`src/rtl/core/bfsd_pkg.sv`:
```
// shared constants and types of the seeded djb2 bloom filter
package bfsd_pkg;

    localparam int MAX_BITS   = 65536;
    localparam int MAX_HASHES = 16;

    localparam logic [31:0] HASH_START = 32'd5381;
    localparam int          HASH_SHIFT = 5;

    localparam int CFG_IDX_W  = 2;
    localparam int CFG_DATA_W = 17;
    localparam int BC_W       = 17;
    localparam int HC_W       = 5;

    localparam logic [CFG_IDX_W-1:0] REG_BIT_COUNT  = CFG_IDX_W'(0);
    localparam logic [CFG_IDX_W-1:0] REG_HASH_COUNT = CFG_IDX_W'(1);

    localparam logic KIND_INSERT = 1'b0;
    localparam logic KIND_QUERY  = 1'b1;

    localparam int M_W   = $clog2(MAX_BITS + 1);
    localparam int K_W   = $clog2(MAX_HASHES + 1);
    localparam int P_W   = $clog2(MAX_BITS);
    localparam int ROW_W = 8;
    localparam int SEL_W = $clog2(ROW_W);
    localparam int ROWS  = (MAX_BITS + ROW_W - 1) / ROW_W;
    localparam int A_W   = (ROWS > 1) ? $clog2(ROWS) : 1;

    localparam int MOD_BITS   = 4;
    localparam int MOD_CYCLES = 32 / MOD_BITS;
    localparam int MOD_CNT_W  = $clog2(MOD_CYCLES);

    localparam int JQ_DEPTH = 2;
    localparam int JQ_AW    = (JQ_DEPTH > 1) ? $clog2(JQ_DEPTH) : 1;

    localparam logic [M_W-1:0] MOD_RESET =
        M_W'((MAX_BITS < 65536) ? MAX_BITS : 65536);
    localparam logic [K_W-1:0] PROBE_RESET =
        K_W'((MAX_HASHES < 4) ? MAX_HASHES : 4);

    typedef struct packed {
        logic        kind;
        logic [31:0] acc;
        logic [31:0] pow;
    } job_t;

    typedef struct packed {
        logic [M_W-1:0] modulus;
        logic [K_W-1:0] probes;
    } cfg_t;

endpackage

```
`src/rtl/core/bfsd_front.sv`:
```
// key byte front end: running djb2 accumulator and power of 33
module bfsd_front import bfsd_pkg::*; (
    input  logic       clk,
    input  logic       rst_n,
    input  logic       accept,
    input  logic       kind,
    input  logic [7:0] key_byte,
    input  logic       last,
    output logic       job_push,
    output job_t       job
);

    logic [31:0] acc_reg, acc_next;
    logic [31:0] pow_reg, pow_next;
    logic [31:0] c_ext;

    always_comb
    begin
        c_ext    = {{24{key_byte[7]}}, key_byte};
        acc_next = acc_reg;
        pow_next = pow_reg;
        if (key_byte != 8'd0)
        begin
            acc_next = (acc_reg << HASH_SHIFT) + acc_reg + c_ext;
            pow_next = (pow_reg << HASH_SHIFT) + pow_reg;
        end
    end

    assign job_push = accept & last;
    assign job.kind = kind;
    assign job.acc  = acc_next;
    assign job.pow  = pow_next;

    always_ff @(posedge clk or negedge rst_n)
    begin
        if (!rst_n)
        begin
            acc_reg <= HASH_START;
            pow_reg <= 32'd1;
        end
        else if (accept)
        begin
            if (last)
            begin
                acc_reg <= HASH_START;
                pow_reg <= 32'd1;
            end
            else
            begin
                acc_reg <= acc_next;
                pow_reg <= pow_next;
            end
        end
    end

endmodule

```
`config.mk`:
```
export PLATFORM = sky130hd
export DESIGN_NAME = bfsd_front
export DESIGN_NICKNAME = d
export VERILOG_FILES = /design/src/rtl/core/bfsd_pkg.sv /design/src/rtl/core/bfsd_front.sv
export SDC_FILE = /design/constraint.sdc
export NUM_CORES = 1
export LEC_CHECK = 0
export ABC_CLOCK_PERIOD_IN_PS = 4300
export CAP_MARGIN = 10
export CORE_MARGIN = 5
export CORE_UTILIZATION = 45
export CTS_BUF_LIST = sky130_fd_sc_hd__clkbuf_8
export DETAILED_ROUTE_END_ITERATION = 7
export DONT_BUFFER_PORTS = 1
export GPL_ROUTABILITY_DRIVEN = 0
export REMOVE_ABC_BUFFERS = 1
export SYNTH_ARGS = -nofsm -noshare
export SYNTH_HDL_FRONTEND = slang
export SYNTH_SLANG_ARGS = --single-unit
```
`constraint.sdc`:
```
create_clock -name clk -period 4.3 [get_ports clk]
set_input_delay 0.43 -clock clk [delete_from_list [all_inputs] [get_ports clk]]
set_output_delay 0.43 -clock clk [all_outputs]
set_load 0.01 [all_outputs]
```
After elaboration in Yosys (flattened, before gate mapping)
Index checks and enable logic that the tools add are counted.
{"block": "classes", "multipliers": 0, "shifts": 0, "mux": 4, "n_addsub": 3, "n_div": 0, "reduce_logical": 1, "n_eq_ne": 0, "n_bitwise": 1, "order_cmp": 0}
{"op": "$mux 32", "n": 4}
{"op": "$add 32x32->32", "n": 3}
{"op": "$reduce_bool 8->1", "n": 1}
{"op": "$and 1x1->1", "n": 1}
{"block": "totals", "in_bits": 13, "output_inout_bits": 66, "regBits": 64, "latch_bits": 0, "n_memories": 0, "wordCells": 11, "mem_bits_ro": 0, "mem_bits_rw": 0}

Longest topological paths before layout
Gate-level depths: netlist of the first run.
{"block": "depth", "depth_word": 4, "mapped_depth": 12, "mapped_depth_nobuf": 12}

Least setup slack after synthesis of the first run
OpenSTA, ideal clock, no wires.
{"block": "synth_path", "kind": "register to output", "start": "register acc_reg[8]", "end": "output port job[60] (netlist name)", "t_required_ns": 3.870, "setup_slack_ns": 1.007, "arrival_ns": 2.863, "path_stages_with_launch": 11, "n_path_buf": 0, "cell_sequence": "dfstp_2 fa_1 ha_1 a21oi_1 o21ai_0 a311oi_2 o21ba_2 o21ai_2 a311oi_1 xor2_1 o21ai_1"}
{"item": "start: declaration", "line": "bfsd_front.sv:13", "source": "logic [31:0] acc_reg, acc_next;"}
{"item": "start signal: assignment", "line": "bfsd_front.sv:50", "source": "acc_reg <= acc_next;"}
{"item": "end: declaration", "line": "bfsd_front.sv:10", "source": "output job_t job"}

==> results of run 1 <==
-- path summary, 6_finish.rpt --
check	start	end	slack [ns]	cells after the start
max	acc_reg[8]	job[60]	0.21	10
min	last	pow_reg[25]	0.14	1
max reg2reg	acc_reg[8]	acc_reg[28]	0.94	10
min reg2reg	pow_reg[27]	pow_reg[27]	0.53	2
max in group asynchronous	rst_n	acc_reg[2]	3.37	2
min in group asynchronous	rst_n	acc_reg[25]	0.60	2
-- critical path, cell delays in order (launching register included) --
cell,delay [ns]
dfstp_2,0.58
fa_1,0.43
ha_1,0.36
a21oi_1,0.30
o21ai_0,0.21
a311oi_2,0.34
o21ba_2,0.25
o21ai_2,0.08
a311oi_1,0.37
xor2_1,0.14
o21ai_1,0.25
-- cell type report --
| type | instances | area (um^2) |
|---|---|---|
| repair buffers | 7 | 75.1 |
| well taps | 184 | 230 |
| fillers | 1402 | 7540 |
| clock inverters | 5 | 28.8 |
| multi-input cells | 667 | 4750 |
| clock buffers | 11 | 151 |
| flip-flops and latches | 60 | 1510 |
| inverters | 22 | 82.6 |
-- timing repair --
action                    CTS  global route
buffers inserted            0             0
hold buffers                2             0
gates resized for setup     0             0
hold endpoints to repair   60             0
-- through the flow --
step	hold slack, ns	instances	util
2_1_floorplan	0.134	749	-
3_3_place_gp	0.136	938	0.460
3_5_place_dp	0.136	938	0.460
4_1_cts	0.115	956	0.475
5_1_grt	0.123	956	0.475
6_report	0.138	956	0.475
-- kinds of logic after synthesis --
logic type,after synthesis,synth area share
xor+xnor,54,0.0726
fa+ha+maj,85,0.194
flops,60,0.232
mux,1,0.00173
compound gates,285,0.293
other cells,1,0.000576
buf+inv,66,0.0423
simple gates,238,0.164
-- where the power goes --
group	total, mW	internal [mW]	switching (mW)	leakage (nW)
clock network	0.499	0.236	0.263	0.0925
registers	0.967	0.730	0.237	0.784
logic	4.38	1.63	2.75	2.23
total	5.85	2.60	3.24	3.11
-- metal layers --
layer	wire, um	track usage
met2	8800	0.373
met5	0	0
met1	8500	0.301
met3	1320	0.0540
met4	414	0.0831
-- synthesized netlist by cell type, types with 2 or more instances --
cell type	n	area (um^2)
nand2_1	110	413
a21oi_1	81	405
ha_1	58	726
nor2_1	58	218
dfrtp_1	54	1350
xnor2_1	37	324
o21ai_1	35	175
clkbuf_1	33	124
o21ai_0	28	140
fa_1	27	541
a22o_1	24	210
inv_1	22	82.6
a21o_1	21	158
and3_1	17	106
xor2_1	17	149
a31oi_1	14	87.6
nand4_1	14	87.6
nand3_1	12	60.1
o2bb2ai_1	10	87.6
o21a_1	9	67.6
buf_4	6	45.0
dfstp_2	6	158
o21bai_1	6	45.0
o31ai_1	6	45.0
a21boi_0	5	37.5
nor2b_1	5	31.3
a2bb2oi_1	4	35.0
and2_1	4	25.0
buf_2	4	20.0
a211o_1	3	26.3
a211oi_1	3	22.5
a22oi_1	3	22.5
nor3_1	3	15.0
o211ai_1	3	22.5
o22a_1	3	26.3
and4_1	2	17.5
nor4_1	2	12.5
o2111ai_1	2	17.5
o21ai_2	2	17.5
o221ai_1	2	17.5
o31a_1	2	17.5
or2_1	2	12.5
or3_1	2	12.5
-- layout by cell type, fill, tap and decap left out, types with 4 or more instances in the layout --
| cell type | instances |
|---|---|
| a21boi_0 | 5 |
| a21o_1 | 21 |
| a21oi_1 | 81 |
| a22o_1 | 24 |
| a2bb2oi_1 | 4 |
| a31oi_1 | 14 |
| and3_1 | 17 |
| buf_4 | 5 |
| clkbuf_8 | 11 |
| conb_1 | 4 |
| dfrtp_1 | 54 |
| dfstp_2 | 6 |
| fa_1 | 27 |
| ha_1 | 58 |
| inv_1 | 22 |
| nand2_1 | 109 |
| nand3_1 | 12 |
| nand4_1 | 14 |
| nor2_1 | 57 |
| nor2b_1 | 5 |
| o21a_1 | 9 |
| o21ai_0 | 28 |
| o21ai_1 | 35 |
| o21bai_1 | 6 |
| o2bb2ai_1 | 10 |
| o31ai_1 | 6 |
| xnor2_1 | 37 |
| xor2_1 | 17 |
==> flow_summary.json, run 1 <==
{
  "tightestPinTransition_ns": 0.915,
  "grt_max_degree": 61,
  "end_kind": "output pin",
  "finalSetupViolCount": 0,
  "fin_ws_ns": 0.212,
  "synth_ff_type": "dfrtp_1",
  "drt-pass1-iter-count": 7,
  "wl_per_cell_um": 19.9,
  "cts_buffers": 9,
  "synthArstFlopShare": 1.00,
  "dpl.hpwl_mm": 14.0,
  "port_buffers": 0,
  "root_buffer": "clkbuf_8",
  "slew_viol_final": 0,
  "ir_drop_mv": 0.332,
  "finalInstanceArea_um2": 6820,
  "placed_area_um2": 6610,
  "grt_pass1_wl_mm": 30.8,
  "dieArea_um2": 17000,
  "htree_levels": 3,
  "antenna_found_initial": 0,
  "nNetsFinal": 865,
  "cp.arrival_ns": 3.66,
  "status": "complete, no violations",
  "synth_seq_cells": 60,
  "synth_area_um2": 6510,
  "path_class": "register to output pin",
  "n_antenna_cell": 0,
  "skew_ns": 0.0148,
  "area_delta_synth_final_pct": 4.76,
  "drive_gt1_frac": 0.0596,
  "timing.final.hold_violations": 0,
  "vias": 5930,
  "io_pins": 79,
  "die_height_um": 130,
  "vias_per_cell": 6.20,
  "worstSkewPairLatency_ns": 0.38,
  "setup_tns_ns": 0,
  "rsz0062_at_grt": "no",
  "fp-row-count": 44,
  "finalCriticalPeriod_ns": 4.09,
  "core_area_um2": 14400,
  "drt_wl_total_mm": 19.0,
  "worstPathRequired_ns": 3.87,
  "relSlewSlack": 0.384,
  "critPathMaxFanout": 4,
  "power_density_nw_per_um2": 857,
  "cts_tree": "done",
  "min_path_type": "input pin to register",
  "die-width_um": 130,
  "grt_usage": 0.230,
  "netlist_instances": 790,
  "p_leak_nw": 3.11,
  "initial_core_util": 0.453,
  "fmax_ghz": 0.245,
  "synth_cell_type_count": 72,
  "pre_cts_slack_ns": 0.627,
  "syn_area_per_cell_um2": 8.25,
  "synth_edf_count": 0,
  "clk_pin_slew_worst_paths_ns": 0.07,
  "drtIter0Drc": 513,
  "yosysSeqAreaShare": 0.232,
  "power_mw": 5.85,
  "period_share": 0.951,
  "cts_sinks": 60,
  "cts_buffer_depth": 2,
  "worstSetupStartpointType": "register",
  "drv_cap": 0,
  "overflow": 0,
  "drtAntennaViolNets": 0,
  "largest_register_ffs": 32,
  "grt_pass1_vias": 5899,
  "route.detailed.drc": 0,
  "yosys_warnings": 0
}
Power figures use the tool's default switching activity.
==> run 2, diff against run 1 <==
--- a/config.mk
+++ b/config.mk
@@ -13,6 +13,7 @@
 export DETAILED_ROUTE_END_ITERATION = 7
 export DONT_BUFFER_PORTS = 1
 export GPL_ROUTABILITY_DRIVEN = 0
+export PLACE_DENSITY_LB_ADDON = 0.3
 export REMOVE_ABC_BUFFERS = 1
 export SYNTH_ARGS = -nofsm -noshare
 export SYNTH_HDL_FRONTEND = slang
==> run 2 against run 1 <==
Compared with the run above: global-route usage decreased by 0.42 points; core utilization increased by 0.38 points; clock skew about the same; sequential power about the same; largest cell class unchanged; non-clock buffer count unchanged; sequential cell count unchanged; critical endpoint unchanged; setup slack got worse by 0.037 ns; worst hold slack got worse by 0.013 ns.
==> flow_summary.json, run 2 (synthesis gave the netlist of run 1 again) <==
{
  "p_sw_mw": 3.29,
  "fillerInstances": 1369,
  "fmax_ghz": 0.242,
  "drt_wl_total_mm": 18.7,
  "end_kind": "output pin",
  "drive_gt1_frac": 0.0596,
  "p_int_mw": 2.75,
  "period_share": 0.959,
  "min_path_type": "input pin to register",
  "sw_frac_of_total": 0.544,
  "cp.arrival_ns": 3.70,
  "n_antenna_cell": 0,
  "cpPeakStageDelay_ns": 0.58,
  "timing.final.hold_violations": 0,
  "wl_per_cell_um": 19.6,
  "grt_pass1_vias": 5890,
  "final_cell_mix": "nand2_1 (109), a21oi_1 (80), ha_1 (58), nor2_1 (57), dfrtp_1 (54)",
  "p_comb_frac": 0.734,
  "power_density_nw_per_um2": 877,
  "worstPathRequired_ns": 3.87,
  "pwr-share-clk": 0.106,
  "dieArea_um2": 17000,
  "grt_usage": 0.226,
  "drtIter0Drc": 382,
  "overflow": 0,
  "grt_pass1_wl_mm": 30.1,
  "final_common_cell": "nand2_1",
  "vias_per_cell": 6.20,
  "clk_pin_slew_worst_paths_ns": 0.08,
  "finalSetupViolCount": 0,
  "core_area_um2": 14400,
  "pre_cts_slack_ns": 0.626,
  "root_buffer": "clkbuf_8",
  "p_leak_nw": 3.14,
  "htree_levels": 3,
  "rsz0062_at_grt": "no",
  "path_class": "register to output pin",
  "nNetsFinal": 865,
  "skew_ns": 0.0148,
  "finalCriticalPeriod_ns": 4.13,
  "path_cells": "fa_1 -> ha_1 -> a21oi_1 -> o21ai_0 -> a311oi_2 -> o21ba_2 -> o21ai_2 -> a311oi_1 -> xor2_1 -> o21ai_1",
  "dpl.hpwl_mm": 13.8,
  "port_buffers": 0,
  "io_pins": 79,
  "cts_tree": "done",
  "status": "complete, no violations",
  "fp-row-count": 44,
  "vias": 5929,
  "relSlewSlack": 0.424,
  "tightestPinTransition_ns": 0.856,
  "cts_sinks": 60,
  "placed_area_um2": 6610,
  "route.detailed.drc": 0,
  "drtAntennaViolNets": 0,
  "grt_max_degree": 61,
  "drt-pass1-iter-count": 5,
  "die_height_um": 130,
  "cts_setup_buffers": 0,
  "drv_cap": 0,
  "finalInstanceArea_um2": 6880,
  "slew_viol_final": 0,
  "worstSkewPairLatency_ns": 0.38,
  "die-width_um": 130,
  "cts_buffers": 9,
  "cts_buffer_depth": 2,
  "fin_ws_ns": 0.175,
  "multiInputGateArea_um2": 4750,
  "area_delta_synth_final_pct": 5.61,
  "cpMaxStageDelayCell": "dfstp_2",
  "ff_latch_area_um2": 1510,
  "ir_drop_mv": 0.384,
  "worstSetupStartpointType": "register",
  "largest_register_ffs": 32,
  "initial_core_util": 0.453,
  "critPathMaxFanout": 4,
  "power_frac_seq": 0.160,
  "setup_tns_ns": 0,
  "antenna_found_initial": 0
}
-- run 2: changes by cell type in the layout (fill, tap and decap cells not counted), sizes merged --
cell and change:
inv +1, clkbuf -2, clkinvlp -2, bufinv +3
-- run 2: path summary, 6_finish.rpt --
kind                             start     endpoint  slack [ns]  cells past startpoint
hold / removal                    last  pow_reg[20]        0.13                      1
setup / recovery            acc_reg[8]      job[60]        0.17                     10
hold reg to reg            pow_reg[28]  pow_reg[28]        0.54                      2
min in group asynchronous        rst_n  pow_reg[28]        0.57                      2
setup reg to reg            acc_reg[8]  acc_reg[28]        0.92                     10
max in group asynchronous        rst_n  acc_reg[12]        3.40                      2
-- run 2: power by group through the flow --
stage                     clock network [mW]  registers, mW  logic [mW]
after floorplan                            0          0.896        3.44
after global placement                     0          0.973        4.27
after detailed placement                   0          0.982        4.37
after CTS                              0.643          0.971        4.42
after global routing                   0.671          0.994        4.90
final                                  0.639          0.967        4.43
-- run 2: worst max-delay path: cells and delay by family (launching register included) --
family                     cells  cell delay [ns]
DFF                            1             0.58
adders and majority gates      2             0.78
AOI/OAI and AO/OA              7             1.81
xor gates and xnor gates       1             0.14
-- run 2: final cells by class --
class | count | share of cell area
Timing Repair Buffer | 7 | 0.0109
Sequential cell | 60 | 0.219
Inverter | 22 | 0.0120
Clock buffer | 9 | 0.0180
Tap cell | 184 | 0.0335
Clock inverter | 7 | 0.0156
Multi-Input combinational cell | 667 | 0.691
-- run 2: stage by stage --
step | hold slack, ns | util | instances | power, mW
2_1_floorplan | 0.134 | - | 749 | 4.34
3_3_place_gp | 0.136 | 0.460 | 938 | 5.24
4_1_cts | 0.113 | 0.478 | 956 | 6.03
3_5_place_dp | 0.136 | 0.460 | 938 | 5.35
6_report | 0.125 | 0.479 | 956 | 6.03
5_1_grt | 0.101 | 0.479 | 956 | 6.56
-- run 2: repair_timing --
action | 4_1_cts | 5_1_grt
hold buffers | 2 | 0
gates resized for setup | 0 | 1
hold endpoints to repair | 60 | 0
endpoints found under the setup margin | 0 | 1
-- run 2: per-layer routing --
| metal | vias to the layer above | routed length (um) | track usage |
|---|---|---|---|
| li1 | 2828 | - | - |
| met1 | 2855 | 8240 | 0.288 |
| met2 | 203 | 8660 | 0.355 |
| met3 | 43 | 1270 | 0.0696 |
| met4 | 0 | 562 | 0.0966 |
| met5 | - | 0 | 0 |
==> run 3, diff against run 2 <==
==> constraint.sdc (replaced) <==
create_clock -name clk -period 4.3 [get_ports clk]
set_input_delay 0.43 -clock clk [delete_from_list [all_inputs] [get_ports clk]]
set_output_delay 0.43 -clock clk [all_outputs]
set_load 0.1 [all_outputs]
==> run 3 against run 2 <==
Compared with the run above: via count is 5.1% higher; highest routed layer unchanged; sequential cell count stayed put; non-clock buffer count is 54 higher; clock skew is 0.00088 ns lower; maximum frequency is 0.62% higher.
==> flow_summary.json, run 3 (synthesis gave the netlist of run 1 again) <==
{
  "worstPathRequired_ns": 3.87,
  "fmax_ghz": 0.244,
  "n_antenna_cell": 0,
  "drive_gt1_frac": 0.179,
  "die-width_um": 130,
  "rrSetupSlack_ns": 1.06,
  "io_pins": 79,
  "pre_cts_slack_ns": 0.426,
  "vias": 6234,
  "initial_core_util": 0.453,
  "met1_usage": 0.307,
  "r2r_start": "acc_reg[10]",
  "relSlewSlack": 0.240,
  "largest_register_ffs": 32,
  "wl_per_cell_um": 18.6,
  "worstSetupStartpointType": "register",
  "status": "complete, no violations",
  "worstSkewPairLatency_ns": 0.37,
  "grt_usage": 0.231,
  "port_buffers": 0,
  "tightestPinTransition_ns": 1.14,
  "cpPeakStageDelay_ns": 0.59,
  "drt_wl_total_mm": 18.8,
  "r2r_end": "acc_reg[28]",
  "slew_viol_final": 0,
  "fillerInstances": 1334,
  "cp.depth": 11,
  "cpMaxStageDelayCell": "dfstp_2",
  "cts_buffers": 9,
  "crit_family": "compound AO/OA/AOI/OAI gates",
  "cts_buffer_depth": 2,
  "timing.final.hold_violations": 0,
  "cts_tree": "done",
  "path_class": "register to output pin",
  "final_cell_mix": "nand2_1 (109), a21oi_1 (66), buf_4 (58), ha_1 (57), nor2_1 (56)",
  "drtIter0Drc": 538,
  "end_kind": "output pin",
  "cp.buffers_inverters": 1,
  "antenna_found_initial": 0,
  "cp.arrival_ns": 3.67,
  "drv_cap": 0,
  "cts_sinks": 60,
  "grt_busiest_layer": "met2",
  "root_buffer": "clkbuf_8",
  "finalCriticalPeriod_ns": 4.10,
  "rsz0062_at_grt": "no",
  "nNetsFinal": 919,
  "multiInputGateArea_um2": 4980,
  "grt_max_degree": 61,
  "min_path_type": "input pin to register",
  "overflow": 0,
  "hold_slack_ns": 0.143,
  "reg2reg_depth": 10,
  "ff_latch_area_um2": 1510,
  "path_cells": "fa_1 -> ha_1 -> o21a_1 -> a21oi_1 -> or4b_1 -> o21ba_2 -> o21ai_2 -> a311oi_2 -> xor2_1 -> o21ai_2 -> buf_6",
  "clk_pin_slew_worst_paths_ns": 0.08,
  "drtAntennaViolNets": 0,
  "route.detailed.drc": 0,
  "grt_pass1_vias": 6215,
  "finalSetupViolCount": 0,
  "cp-startpoint": "acc_reg[10]",
  "cp_common_cell": "o21ai_2",
  "critPathMaxFanout": 4,
  "gr-usage-met2": 0.369,
  "fp-row-count": 44,
  "dpl.hpwl_mm": 13.9,
  "core_area_um2": 14400,
  "vias_per_cell": 6.17,
  "dieArea_um2": 17000,
  "period_share": 0.953,
  "area_delta_synth_final_pct": 15.2,
  "skew_ns": 0.0140,
  "drt-pass1-iter-count": 5,
  "htree_levels": 3,
  "grt_use_met3": 0.0409,
  "grt_pass1_wl_mm": 31.3,
  "final_core_util": 0.522,
  "final_common_cell": "nand2_1",
  "critPathCapture": "job[60]",
  "die_height_um": 130,
  "fin_ws_ns": 0.200
}
-- run 3: timing repair --
| item | in CTS | in global routing |
|---|---|---|
| resized for setup | 1 | 11 |
| setup endpoints to repair | 1 | 11 |
| setup buffers | 0 | 0 |
| hold buffers | 2 | 0 |
| pin swaps | 0 | 2 |
| endpoints found under the hold margin | 60 | 0 |
-- run 3: area by class of cell --
cell class | instances | share of cell area
multi-input cells | 667 | 0.664
well taps | 184 | 0.0307
repair buffers | 61 | 0.0645
clock buffers | 10 | 0.0183
inverters | 22 | 0.0110
flip-flops and latches | 60 | 0.201
clock inverters | 6 | 0.0107
-- run 3: metal layers --
metal | vias up | part of all wire
li1 | 2937 | -
met1 | 3037 | 0.44
met2 | 215 | 0.46
met3 | 45 | 0.064
met4 | 0 | 0.033
met5 | - | 0
-- run 3: worst min-delay path by stage --
stage	cells past startpoint	endpoint	start	slack, ns
floorplan	0	acc_reg[11]	rst_n	0.13
global placement	0	pow_reg[28]	rst_n	0.14
detailed placement	0	pow_reg[28]	rst_n	0.14
CTS	1	pow_reg[18]	last	0.12
global route	1	acc_reg[16]	last	0.13
finish	1	pow_reg[29]	last	0.14
-- run 3: per-stage QoR --
step                      cell area, um^2  instances  setup TNS, ns
after floorplan                      6330        749          -7.24
final                                7500       1010              0
after detailed placement             7200        992              0
after global routing                 7500       1010              0
after global placement               7200        992              0
after CTS                            7460       1010              0
Power of run 3 is left out: the tool's default activity adds up to more than one toggle a clock period on the data nets, which glitch-free logic cannot reach.
