`src/rtl/core/bfsd_pkg.sv`:
```
// shared constants and types of the seeded djb2 bloom filter
package bfsd_pkg;

    localparam int MAX_BITS   = 65536;
    localparam int MAX_HASHES = 16;

    localparam logic [31:0] HASH_START = 32'd5381;
    localparam int          HASH_SHIFT = 5;

    localparam int CFG_IDX_W  = 2;
    localparam int CFG_DATA_W = 17;
    localparam int BC_W       = 17;
    localparam int HC_W       = 5;

    localparam logic [CFG_IDX_W-1:0] REG_BIT_COUNT  = CFG_IDX_W'(0);
    localparam logic [CFG_IDX_W-1:0] REG_HASH_COUNT = CFG_IDX_W'(1);

    localparam logic KIND_INSERT = 1'b0;
    localparam logic KIND_QUERY  = 1'b1;

    localparam int M_W   = $clog2(MAX_BITS + 1);
    localparam int K_W   = $clog2(MAX_HASHES + 1);
    localparam int P_W   = $clog2(MAX_BITS);
    localparam int ROW_W = 8;
    localparam int SEL_W = $clog2(ROW_W);
    localparam int ROWS  = (MAX_BITS + ROW_W - 1) / ROW_W;
    localparam int A_W   = (ROWS > 1) ? $clog2(ROWS) : 1;

    localparam int MOD_BITS   = 4;
    localparam int MOD_CYCLES = 32 / MOD_BITS;
    localparam int MOD_CNT_W  = $clog2(MOD_CYCLES);

    localparam int JQ_DEPTH = 2;
    localparam int JQ_AW    = (JQ_DEPTH > 1) ? $clog2(JQ_DEPTH) : 1;

    localparam logic [M_W-1:0] MOD_RESET =
        M_W'((MAX_BITS < 65536) ? MAX_BITS : 65536);
    localparam logic [K_W-1:0] PROBE_RESET =
        K_W'((MAX_HASHES < 4) ? MAX_HASHES : 4);

    typedef struct packed {
        logic        kind;
        logic [31:0] acc;
        logic [31:0] pow;
    } job_t;

    typedef struct packed {
        logic [M_W-1:0] modulus;
        logic [K_W-1:0] probes;
    } cfg_t;

endpackage

```
`src/rtl/core/bfsd_queue.sv`:
```
// short job queue between the hash front end and the probe engine
module bfsd_queue import bfsd_pkg::*; (
    input  logic clk,
    input  logic rst_n,
    input  logic push,
    input  job_t push_job,
    input  logic pop,
    output job_t head,
    output logic full,
    output logic empty
);

    job_t             slot_reg [JQ_DEPTH];
    logic [JQ_AW-1:0] wr_ptr_reg, rd_ptr_reg;
    logic [JQ_AW:0]   cnt_reg;
    logic             do_push, do_pop;

    assign full    = (cnt_reg == (JQ_AW + 1)'(JQ_DEPTH));
    assign empty   = (cnt_reg == '0);
    assign do_push = push & ~full;
    assign do_pop  = pop & ~empty;
    assign head    = slot_reg[rd_ptr_reg];

    function automatic logic [JQ_AW-1:0] wrap_inc(input logic [JQ_AW-1:0] p);
        return (p == JQ_AW'(JQ_DEPTH - 1)) ? '0 : p + JQ_AW'(1);
    endfunction

    always_ff @(posedge clk)
    begin
        if (do_push)
        begin
            slot_reg[wr_ptr_reg] <= push_job;
        end
    end

    always_ff @(posedge clk or negedge rst_n)
    begin
        if (!rst_n)
        begin
            wr_ptr_reg <= '0;
            rd_ptr_reg <= '0;
            cnt_reg    <= '0;
        end
        else
        begin
            if (do_push)
            begin
                wr_ptr_reg <= wrap_inc(wr_ptr_reg);
            end
            if (do_pop)
            begin
                rd_ptr_reg <= wrap_inc(rd_ptr_reg);
            end
            if (do_push && !do_pop)
            begin
                cnt_reg <= cnt_reg + (JQ_AW + 1)'(1);
            end
            else if (do_pop && !do_push)
            begin
                cnt_reg <= cnt_reg - (JQ_AW + 1)'(1);
            end
        end
    end

endmodule

```
`config.mk`:
```
export PLATFORM = sky130hd
export DESIGN_NAME = bfsd_queue
export DESIGN_NICKNAME = d
export VERILOG_FILES = /design/src/rtl/core/bfsd_pkg.sv /design/src/rtl/core/bfsd_queue.sv
export SDC_FILE = /design/constraint.sdc
export NUM_CORES = 1
export LEC_CHECK = 0
export ABC_CLOCK_PERIOD_IN_PS = 8500
export BUFFER_PORTS_ARGS = -buffer_cell sky130_fd_sc_hd__buf_4
export CAP_MARGIN = 20
export CORE_MARGIN = 2
export CORE_UTILIZATION = 50
export CTS_BUF_LIST = sky130_fd_sc_hd__clkbuf_8 sky130_fd_sc_hd__clkbuf_16
export DETAILED_ROUTE_END_ITERATION = 7
export GPL_TIMING_DRIVEN = 0
export PLACE_DENSITY = 0.83
export SLEW_MARGIN = 25
export SYNTH_ARGS = -nofsm -noshare
export SYNTH_HDL_FRONTEND = slang
export SYNTH_SLANG_ARGS = --single-unit
```
`constraint.sdc`:
```
create_clock -name clk -period 8.5 [get_ports clk]
set_input_delay 1.7 -clock clk [delete_from_list [all_inputs] [get_ports clk]]
set_output_delay 1.7 -clock clk [all_outputs]
set_load 0.01 [all_outputs]
```
== Word-level counts from Yosys, hierarchy flattened ==
Memories as Yosys holds them, arrays and structs flattened.
Index checks and enable logic that the tools add are counted.

* Latch bits: 0
* Flip-flop bits (word level): 4
* Memories: 1
* Output and inout port bits: 67
* Logic and storage cells: 25
* Memory bits (writable): 130
* Memory bits (read-only): 0

{| class="wikitable"
|+ Memories
! memory !! depth !! bits a word !! rd ports !! clocked after memory_dff !! write ports !! line !! RTL
|-
| slot_reg || 2 || 65 || 1 || 0 || 1 || bfsd_queue.sv:13 || <nowiki>job_t slot_reg [JQ_DEPTH];</nowiki>
|}

* Shift operators: 0
* $lt $le $gt $ge: 0
* Bitwise logic cells: 4
* Add/subtract/negate cells: 4
* Muxes and demuxes: 6
* Reduce and logical (&&, ||, !) cells: 6
* Eq/ne operators: 1
* Div/mod/pow operators: 0
* $mul: 0

{| class="wikitable"
|+ Operators with widths
! cell !! number
|-
| 1-bit 2-to-1 mux || 4
|-
| 2-bit 2-to-1 mux || 2
|-
| 1-bit adder, second input constant || 2
|-
| 2-bit by 1-bit adder with 2-bit output, second input constant || 1
|-
| 1-bit bitwise AND || 2
|-
| 2-bit equality test, second input constant || 1
|-
| 1-bit logical AND || 2
|-
| 1-bit logical NOT || 2
|-
| 2-bit logical NOT || 1
|-
| 1-bit inverter || 2
|-
| 2-bit nonzero test || 1
|-
| 2-bit by 1-bit subtractor with 2-bit output, second input constant || 1
|}

== Longest topological paths before layout ==
Gate-level depths: netlist of the first run.

* Depth after elaboration: 7
* Gate-level depth with buffers: 7
* Depth with buffers taken out: 7

== Least setup slack after synthesis of the first run ==
OpenSTA, ideal clock, no wires.

* Path kind: input-to-reg
* Start point: input push
* End point: memory slot_reg[0][0] in the netlist's numbering, enable pin
* Setup slack: 3506 ps
* Path buffers: 0
* Stages: 2
* Arrival: 4506 ps
* Required time: 8012 ps
* Cell sequence: nand2_1 nor2_1

* Cells in the longest elaborated chain, start to end: 3

{| class="wikitable"
|+ Ends and longest elaborated chain
! item !! line !! RTL
|-
| start: declaration || bfsd_queue.sv:5 || <nowiki>input logic push,</nowiki>
|-
| 1-bit bitwise AND || bfsd_queue.sv:20 || <nowiki>assign do_push = push & ~full;</nowiki>
|-
| 1-bit 2-to-1 mux || bfsd_queue.sv:30 || <nowiki>if (do_push)</nowiki>
|-
| 1-bit 2-to-1 mux (implied by the code) || bfsd_queue.sv:32 || <nowiki>slot_reg[wr_ptr_reg] <= push_job;</nowiki>
|-
| end: declaration || bfsd_queue.sv:13 ||
|}

Every way passes these cells.

==> results of run 1 <==
==> per-layer routing <==
metal,vias up,global-route usage [%],routed length (um)
met1,1262,18.1,3340
met3,8,5.26,563
li1,1187,-,-
met4,0,7.82,103
met5,-,0,0
met2,108,28.6,4570
==> layout make-up <==
| cell class | count | area (um^2) |
|---|---|---|
| Buffer | 7 | 66.3 |
| Clock buffer | 20 | 455 |
| Clock inverter | 12 | 130 |
| Fill cell | 653 | 2860 |
| Inverter | 2 | 7.51 |
| Multi-Input combinational cell | 78 | 983 |
| Sequential cell | 134 | 4000 |
| Tap cell | 133 | 166 |
| Timing Repair Buffer | 139 | 1100 |
==> report_power, final <==
part | total, mW | switching, mW | internal, mW | leakage, nW
combinational | 0.819 | 0.363 | 0.456 | 1.21
clock | 0.697 | 0.258 | 0.439 | 0.286
sequential | 0.947 | 0.0431 | 0.904 | 1.25
==> how the worst max path moves through the flow <==
stage,start,to,slack [ns],depth (start not counted)
6_report,rd_ptr_reg,head[20],5.06,4
5_1_grt,rd_ptr_reg,head[31],5.00,4
2_1_floorplan,push,slot_reg[0][0],3.51,2
3_5_place_dp,push,slot_reg[0][5],5.47,5
3_3_place_gp,push,slot_reg[0][44],2.03,3
4_1_cts,rd_ptr_reg,head[20],5.03,4
==> per-stage QoR <==
step                area, um^2  utilization [%]  hold WS, ns  std cells
floorplan                 5050                -        0.461        221
global placement          6230             63.7        0.479        489
detailed placement        6330             64.8        0.540        493
CTS                       6920             70.8        0.550        525
global route              6920             70.8        0.562        525
finish                    6920             70.8        0.546        525
==> logic make-up (layout without fill, tap and decap cells) <==
group,count (synthesis),count (layout),synth area share [%]
DFF,134,134,79.3
muxes,65,65,17.5
buffers and inverters,9,180,1.46
and+or+nand+nor,6,6,0.545
xor gates and xnor gates,5,5,0.868
adders and majority gates,1,1,0.248
AOI/OAI and AO/OA,1,1,0.0990
==> worst max-delay path, stage by stage, from the launching register on <==
cell,delay [ns]
dfrtp_1,0.37
buf_6,0.19
buf_6,0.20
mux2_4,0.32
buf_4,0.14
==> Yosys cell counts <==
cell type | number | area share (%)
buf_6 | 5 | 1.1
xnor2_1 | 3 | 0.52
dfrtp_1 | 4 | 2.0
nand2_1 | 1 | 0.074
mux2_2 | 25 | 5.6
and3_1 | 1 | 0.12
nor2_1 | 3 | 0.22
nand2b_1 | 1 | 0.12
o21ai_0 | 1 | 0.099
ha_1 | 1 | 0.25
mux2_4 | 40 | 12
buf_2 | 2 | 0.20
inv_1 | 2 | 0.15
xor2_1 | 2 | 0.35
edfxtp_1 | 130 | 77
==> metrics.txt, run 1 <==
port bufs 135; num rows 36; Setup WS pre-CTS between 5 and 6 ns; final setup skew 0.00418 ns; clock sinks 134; Root Driver clkbuf_8; Ant. Diodes 0; clock latency at the later pin of the worst-skew pair 0.51 ns; Lkg Pwr between 2 and 3 nW; first-pass GRT wire length 13400 um; initial core utilization 51.7%; final WL 8570 um; post-detail-place hpwl 5600 um; Largest register FFs 130; CTS resizes 0; vias in the first global route 2748; Worst Hold End cnt_reg[1]; antenna violations before repair 0; crit path max fanout 10; R2R cell count 5; hold path start cnt_reg[1]; Max Buffers Root-to-Sink 2; RR Endpoint slot_reg[0][21]; Tightest Hold Check Type reg -> reg; clk slew on worst S/H paths 0.06 ns; core footprint 0.00977 mm^2; crit path time final between 3 and 4 ns; Avg WL per Cell 16.3 um; Mapped Nets about 290; Die X 104 um; Max-slew headroom about 68%; # IOs 136; largest net degree at the start of global routing 35; commonest non-fill, non-tap cell in the layout buf_4; vias per cell 4.89; most frequent cells in the layout buf_4, edfxtp_1, mux2_4; crit path launch type flop; Max Cap Viol 0; die area 0.0109 mm^2; DR pass1 iterations 4; Peak VDD IR 0.250 mV; Syn Inst Count 221; sequential element share of the synthesized area around four fifths; Iter 0 DRT Violations 86; setup_tns 0 ns; gr usage total between 15 and 20%; reg2reg setup slack 6.63 ns; CTS Hold Buffers Added 0; final setup margin 5.06 ns; Setup CP Type reg -> out; Worst EP required 6.80 ns; RSZ-0062 raised after global routing false; Yosys reg bits 134; Final Max Slew Viols 0; Fin. Hold Viols 0; fmax 291 MHz; Placer Congestion around 0.67; final setup vio count 0; CTS tree built; # DRC 0; Total Power 2.46 mW; synth warn 0; via count 2565; antenna-violating nets left 0; RR Startpoint cnt_reg[0]; Hold Path Depth 1; Yosys cell types 15; Final period util between 40% and 50%; post-synthesis cell area between 0.005 and 0.006 mm^2; nets@finish between 400 and 500; syn_area_per_cell between 20 and 25 um^2; pwr/cell area 356 mW/mm^2; post-CTS setup buffer count 0; grt total ovfl 0; outcome finished, final reports clean; Num CTS Buffers 17; Slew @ Worst Pin 0.482 ns; CP endpoint kind primary output; CP arrival 1.74 ns; die height 104 um; share of post-route cells with drive strength above 1 62.0%; htree depth 4; area grow syn2layout 37.0%
Note: power is estimated with default switching activity, not from simulation.
==> run 2: changes to the inputs <==
--- a/config.mk
+++ b/config.mk
@@ -5,15 +5,16 @@
 export SDC_FILE = /design/constraint.sdc
 export NUM_CORES = 1
 export LEC_CHECK = 0
-export ABC_CLOCK_PERIOD_IN_PS = 8500
+export ABC_AREA = 1
+export ABC_CLOCK_PERIOD_IN_PS = 3000
 export BUFFER_PORTS_ARGS = -buffer_cell sky130_fd_sc_hd__buf_4
 export CAP_MARGIN = 20
 export CORE_MARGIN = 2
-export CORE_UTILIZATION = 50
+export CORE_UTILIZATION = 47
 export CTS_BUF_LIST = sky130_fd_sc_hd__clkbuf_8 sky130_fd_sc_hd__clkbuf_16
 export DETAILED_ROUTE_END_ITERATION = 7
 export GPL_TIMING_DRIVEN = 0
-export PLACE_DENSITY = 0.83
+export PLACE_DENSITY = 0.82
 export SLEW_MARGIN = 25
 export SYNTH_ARGS = -nofsm -noshare
 export SYNTH_HDL_FRONTEND = slang
==> constraint.sdc (replaced) <==
create_clock -name clk -period 3 [get_ports clk]
set_input_delay 0.6 -clock clk [delete_from_list [all_inputs] [get_ports clk]]
set_output_delay 0.6 -clock clk [all_outputs]
set_load 0.01 [all_outputs]
==> metrics.txt, run 2 <==
core footprint 0.0103 mm^2 (+5.1%); die area 0.0114 mm^2 (+4.1%); leading post-synthesis cells by cell area edfxtp_1, nand2_1, dfrtp_1, buf_2, buf_4; reg2reg setup slack 1.02 ns (-5.61 ns); Root Driver clkbuf_8; Max-slew headroom 60.4% (-7.5 points); antenna-violating nets left 0 (unchanged); fraction of registers with async set/reset 2.99% (unchanged); Main synth FF type edfxtp_1; hold path start push_job[31]; met1 usage 20.2% (+2.1 points); post-synthesis cell area 0.00495 mm^2 (-2.0%); Largest register FFs 130 (unchanged); die height 107 um (+2.0%); Max Buffers Root-to-Sink 2 (unchanged); Area after DPL 0.00621 mm^2 (-1.9%); Worst EP required 2.40 ns (-4.40 ns); via count 3205 (+25%); vias in the first global route 3199 (+16%); met2 usage 30.5% (+1.9 points); GRT Max-Usage Layer met2; Placer Congestion 0.721 (+7.6%); crit path max fanout 10 (unchanged); final setup vio count 0 (unchanged); Yosys cell types 14 (-1); placed insts 645 (+31%); clk slew on worst S/H paths 0.06 ns (about the same); pwr/cell area 1020 mW/mm^2 (+190%); synth warn 0 (unchanged); Worst Hold End slot_reg[1][31]; RR Startpoint cnt_reg[0]; RR Endpoint slot_reg[1][16]; DR pass1 iterations 6 (+2); share of post-route cells with drive strength above 1 33.6% (-28 points); CTS Hold Buffers Added 1 (+1); Total Power 6.92 mW (+180%); Lkg Pwr 2.96 nW (+7.5%); clock sinks 134 (unchanged); fmax 438 MHz; grt total ovfl 0 (unchanged); Avg WL per Cell 14.2 um (-13%); CP Cell Sequence inv_2 -> buf_4 -> buf_2 -> nand2_1 -> nand2_1 -> buf_4; Peak VDD IR 0.574 mV (+130%); first-pass GRT wire length 15000 um (+13%); Final period util about 76%; sequential element share of the synthesized area 80.9% (+1.6 points); Yosys reg bits 134 (unchanged); Post-synth EDFFs 130 (unchanged); Final Max Slew Viols 0 (unchanged); area grow syn2layout 37.0% (about the same); syn_area_per_cell 13.3 um^2 (-42%); most frequent cells in the layout nand2_1, buf_4, edfxtp_1; # DRC 0 (unchanged); post-CTS setup buffer count 0 (unchanged); Mapped Nets 441 (+52%); CP max stage delay 0.41 ns (+0.04 ns); Fin. Hold Viols 0 (unchanged); CP max stage cell dfrtp_1; initial core utilization 48.1% (-3.5 points); Syn Inst Count 371 (+68%); # IOs 136 (unchanged); Slew @ Worst Pin 0.593 ns (+0.112 ns); commonest non-fill, non-tap cell in the layout nand2_1; top-count cell post-synth nand2_1; final WL 9630 um (+12%); Num CTS Buffers 17 (unchanged); CP arrival 1.68 ns (-0.06 ns); outcome finished, final reports clean; commonest cells in the netlist nand2_1, edfxtp_1, buf_2, inv_1, buf_4; final instance area 0.00678 mm^2 (-2.0%); antenna violations before repair 0 (unchanged); post-synth top area cell edfxtp_1; RSZ-0062 raised after global routing false; clock latency at the later pin of the worst-skew pair 0.50 ns (about the same); Final Instance Count excl. Fillers 678 (+29%); met3 GRT Util 6.02% (+0.76 points); R2R cell count 4 (-1); Max Cap Viol 0 (unchanged); htree depth 4 (unchanged); post-detail-place hpwl 6530 um (+17%); CP endpoint kind primary output; vias per cell 4.73 (-3.2%); Ant. Diodes 0 (unchanged); Iter 0 DRT Violations 211 (+150%); final setup skew 0.00748 ns (+0.00330 ns); num rows 37 (+2.8%); Hold Path Depth 1 (unchanged); largest net degree at the start of global routing 50 (+43%); crit path launch type flop; crit path time final about 2.3 ns; nets@finish 599 (+33%); Setup CP Type reg -> out; post-synth top area share 78.9% (+1.6 points); gr usage total 17.7% (+1.3 points); Tightest Hold Check Type in -> reg; Die X 107 um (+2.0%); port bufs 135 (unchanged); CTS resizes 0 (unchanged); CTS tree built
-- run 2: changes by cell type in the layout (fill, tap and decap cells not counted), sizes merged, moves of 2 or more --
cell	change
xnor2	-2
mux2	-65
xor2	-2
clkinv	+3
buf	+6
nand2	+203
clkbuf	-3
inv	+7
clkinvlp	-2
-- run 2: routing by layer --
metal  routed length (um)  share of wire (%)
met5                    0                  0
met4                  115                1.2
met3                  538                5.6
met2                 5050                 52
met1                 3920                 41
-- run 2: per-stage QoR --
step	utilization [%]	TNS (ns)	worst slack, ns	hold WS [ns]
finish	66.0	0	0.715	0.278
global route	66.0	0	0.550	0.240
CTS	66.0	0	0.674	0.251
detailed placement	60.4	0	0.817	0.402
global placement	59.7	-68.08	-0.768	0.399
floorplan	-	0	0.164	0.304
-- run 2: worst max-delay path: cells and delay by family, from the launching register on --
kind	cells	cell delay (ns)
buffers and inverters	4	0.61
flip-flops	1	0.41
AND/OR/NAND/NOR	2	0.16
-- run 2: final cells by class --
class	instances	area, um^2
well taps	136	170
multi-input cells	215	838
clock inverters	15	146
clock buffers	17	414
fillers	750	3500
inverters	8	32.5
flip-flops and latches	134	4000
repair buffers	139	1090
plain buffers	14	82.6
-- run 2: cells by family (layout without fill, tap and decap cells) --
family          Yosys count  in the layout  synth area share (%)
fa+ha+maj                 1              1                 0.253
buf+inv                  22            193                  2.28
xor+xnor                  1              1                 0.177
compound gates            2              2                 0.202
simple gates            211            211                  16.2
flops                   134            134                  80.9
-- run 2: how the worst max path moves through the flow --
stage                from  cells past startpoint  slack (ns)               to
2_1_floorplan        push                      2        0.16   slot_reg[1][0]
3_3_place_gp         push                      3       -0.77  slot_reg[1][18]
3_5_place_dp         push                      5        0.82  slot_reg[1][16]
4_1_cts        rd_ptr_reg                      6        0.67         head[28]
5_1_grt        rd_ptr_reg                      6        0.55         head[28]
6_report       rd_ptr_reg                      6        0.72          head[4]
-- run 2: power breakdown --
part	internal (mW)	leakage [nW]	switching, mW
Clock	1.24	0.289	0.693
Sequential	2.55	1.26	0.117
Combinational	0.984	1.41	1.33
Total	4.77	2.96	2.14
==> run 3: changes to the inputs <==
--- a/config.mk
+++ b/config.mk
@@ -6,7 +6,7 @@
 export NUM_CORES = 1
 export LEC_CHECK = 0
 export ABC_AREA = 1
-export ABC_CLOCK_PERIOD_IN_PS = 3000
+export ABC_CLOCK_PERIOD_IN_PS = 2100
 export BUFFER_PORTS_ARGS = -buffer_cell sky130_fd_sc_hd__buf_4
 export CAP_MARGIN = 20
 export CORE_MARGIN = 2
==> constraint.sdc (replaced) <==
create_clock -name clk -period 2.1 [get_ports clk]
set_input_delay 0.42 -clock clk [delete_from_list [all_inputs] [get_ports clk]]
set_output_delay 0.42 -clock clk [all_outputs]
set_load 0.01 [all_outputs]
==> metrics.txt, run 3 (synthesis gave the netlist of run 2 again) <==
outcome finished, final reports clean; placed insts 647 (+0.31%); largest net degree at the start of global routing 32 (-36%); initial core utilization 48.1% (unchanged); CTS tree built; core footprint 0.0103 mm^2 (unchanged); CP endpoint kind primary output; CP arrival 1.58 ns (-0.10 ns); pwr/cell area 1460 mW/mm^2 (+43%); clock sinks 134 (unchanged); Ant. Diodes 0 (unchanged); Avg WL per Cell 14.2 um (+0.10%); vias in the first global route 3229 (+0.94%); Final Instance Count excl. Fillers 678 (unchanged); antenna-violating nets left 0 (unchanged); crit path time final around 2 ns; vias per cell 4.71 (-0.31%); Max-slew headroom 61.3% (+0.98 points); Peak VDD IR 0.698 mV (+21%); RSZ-0062 raised after global routing true; first-pass GRT wire length 15100 um (about the same); post-CTS setup buffer count 0 (unchanged); Lkg Pwr 2.97 nW (+0.53%); post-detail-place hpwl 6590 um (+0.88%); via count 3195 (-0.31%); Max Cap Viol 0 (unchanged); # DRC 0 (unchanged); gr usage total 17.6% (-0.12 points); Num CTS Buffers 17 (unchanged); Setup WS pre-CTS 0.201 ns (-0.616 ns); crit path launch type flop; Total Power 10.1 mW (+45%); clk slew on worst S/H paths 0.06 ns (about the same); Tightest Hold Check Type in -> reg; final setup vio count 0 (unchanged); final setup margin 0.104 ns (-0.611 ns); num rows 37 (unchanged); share of post-route cells with drive strength above 1 33.9% (+0.37 points); Die X 107 um (unchanged); clock latency at the later pin of the worst-skew pair 0.50 ns (about the same); Largest register FFs 130 (unchanged); port bufs 135 (unchanged); Root Driver clkbuf_8; DR pass1 iterations 4 (-2); grt total ovfl 0 (unchanged); nets@finish 601 (+0.33%); crit path max fanout 10 (unchanged); # IOs 136 (unchanged); commonest non-fill, non-tap cell in the layout nand2_1; die area 0.0114 mm^2 (unchanged); Final period util between 90% and 100%; most frequent cells in the layout nand2_1, buf_4, edfxtp_1; Placer Congestion 0.696 (-3.4%); Max Buffers Root-to-Sink 2 (unchanged); final setup skew 0.00600 ns (-0.00148 ns); antenna violations before repair 0 (unchanged); Worst EP required 1.68 ns (-0.72 ns); final WL 9640 um (+0.10%); Slew @ Worst Pin 0.578 ns (-0.0146 ns); fmax about 500 MHz; htree depth 4 (unchanged); die height 107 um (unchanged); Setup CP Type reg -> out; Fin. Hold Viols 0 (unchanged); Final Util 66.9% (+0.91 points); Final Max Slew Viols 0 (unchanged); area grow syn2layout 38.9%; Iter 0 DRT Violations 212 (+0.47%)
-- run 3: changes by cell type in the layout (fill, tap and decap cells not counted), sizes merged --
cell | previous run | this run
buf | 152 | 154
clkinv | 8 | 6
clkinvlp | 1 | 3
inv | 11 | 9
-- run 3: metrics by stage --
step,TNS (ns),area [um^2],hold WS [ns]
after floorplan,-0.223,4960,0.124
after global placement,-62.10,6140,0.219
after detailed placement,0,6270,0.222
after CTS,0,6850,0.0744
after global routing,-0.00889,6870,0.0649
final,0,6870,0.0992
-- run 3: critical path: stages (launching register included) --
cell and delay, ns:
dfrtp_1 0.42, inv_2 0.10, buf_8 0.15, buf_6 0.15
nand2_1 0.05, nand2_1 0.09, buf_4 0.13
-- run 3: layer usage --
| metal | GRT usage (%) | share of wire (%) | vias up |
|---|---|---|---|
| met5 | 0 | 0 | - |
| met4 | 6.96 | 1.0 | 0 |
| met3 | 5.53 | 6.5 | 8 |
| met2 | 30.3 | 53 | 121 |
| met1 | 20.6 | 40 | 1499 |
| li1 | - | - | 1567 |
-- run 3: final timing paths --
check,startpoint,endpoint,slack (ns),cells after the start
hold reg to reg,wr_ptr_reg,wr_ptr_reg,0.48,2
setup reg to reg,cnt_reg[0],slot_reg[1][16],0.18,4
hold / removal,push_job[29],slot_reg[0][29],0.1,1
min in group asynchronous,rst_n,wr_ptr_reg,0.27,2
setup / recovery,rd_ptr_reg,head[31],0.10,6
max in group asynchronous,rst_n,rd_ptr_reg,1.73,2
-- run 3: area by class of cell --
class,count,area (um^2)
clock inverters,13,143
multi-input cells,215,841
repair buffers,141,1150
well taps,136,170
plain buffers,14,121
clock buffers,17,414
flip-flops and latches,134,4000
inverters,8,33.8
fillers,753,3400
-- run 3: repair_timing --
item | CTS | global route
endpoints found under the hold margin | 4 | 0
endpoints found under the setup margin | 27 | 32
pin swaps | 0 | 0
hold buffers | 1 | 0
cloned | 0 | 0
gates resized for setup | 6 | 6
-- run 3: report_power, final --
part	internal [mW]	switching [mW]	total (mW)
logic	1.55	1.95	3.50
clock network	1.77	0.978	2.74
registers	3.64	0.168	3.81
total	6.96	3.10	10.1
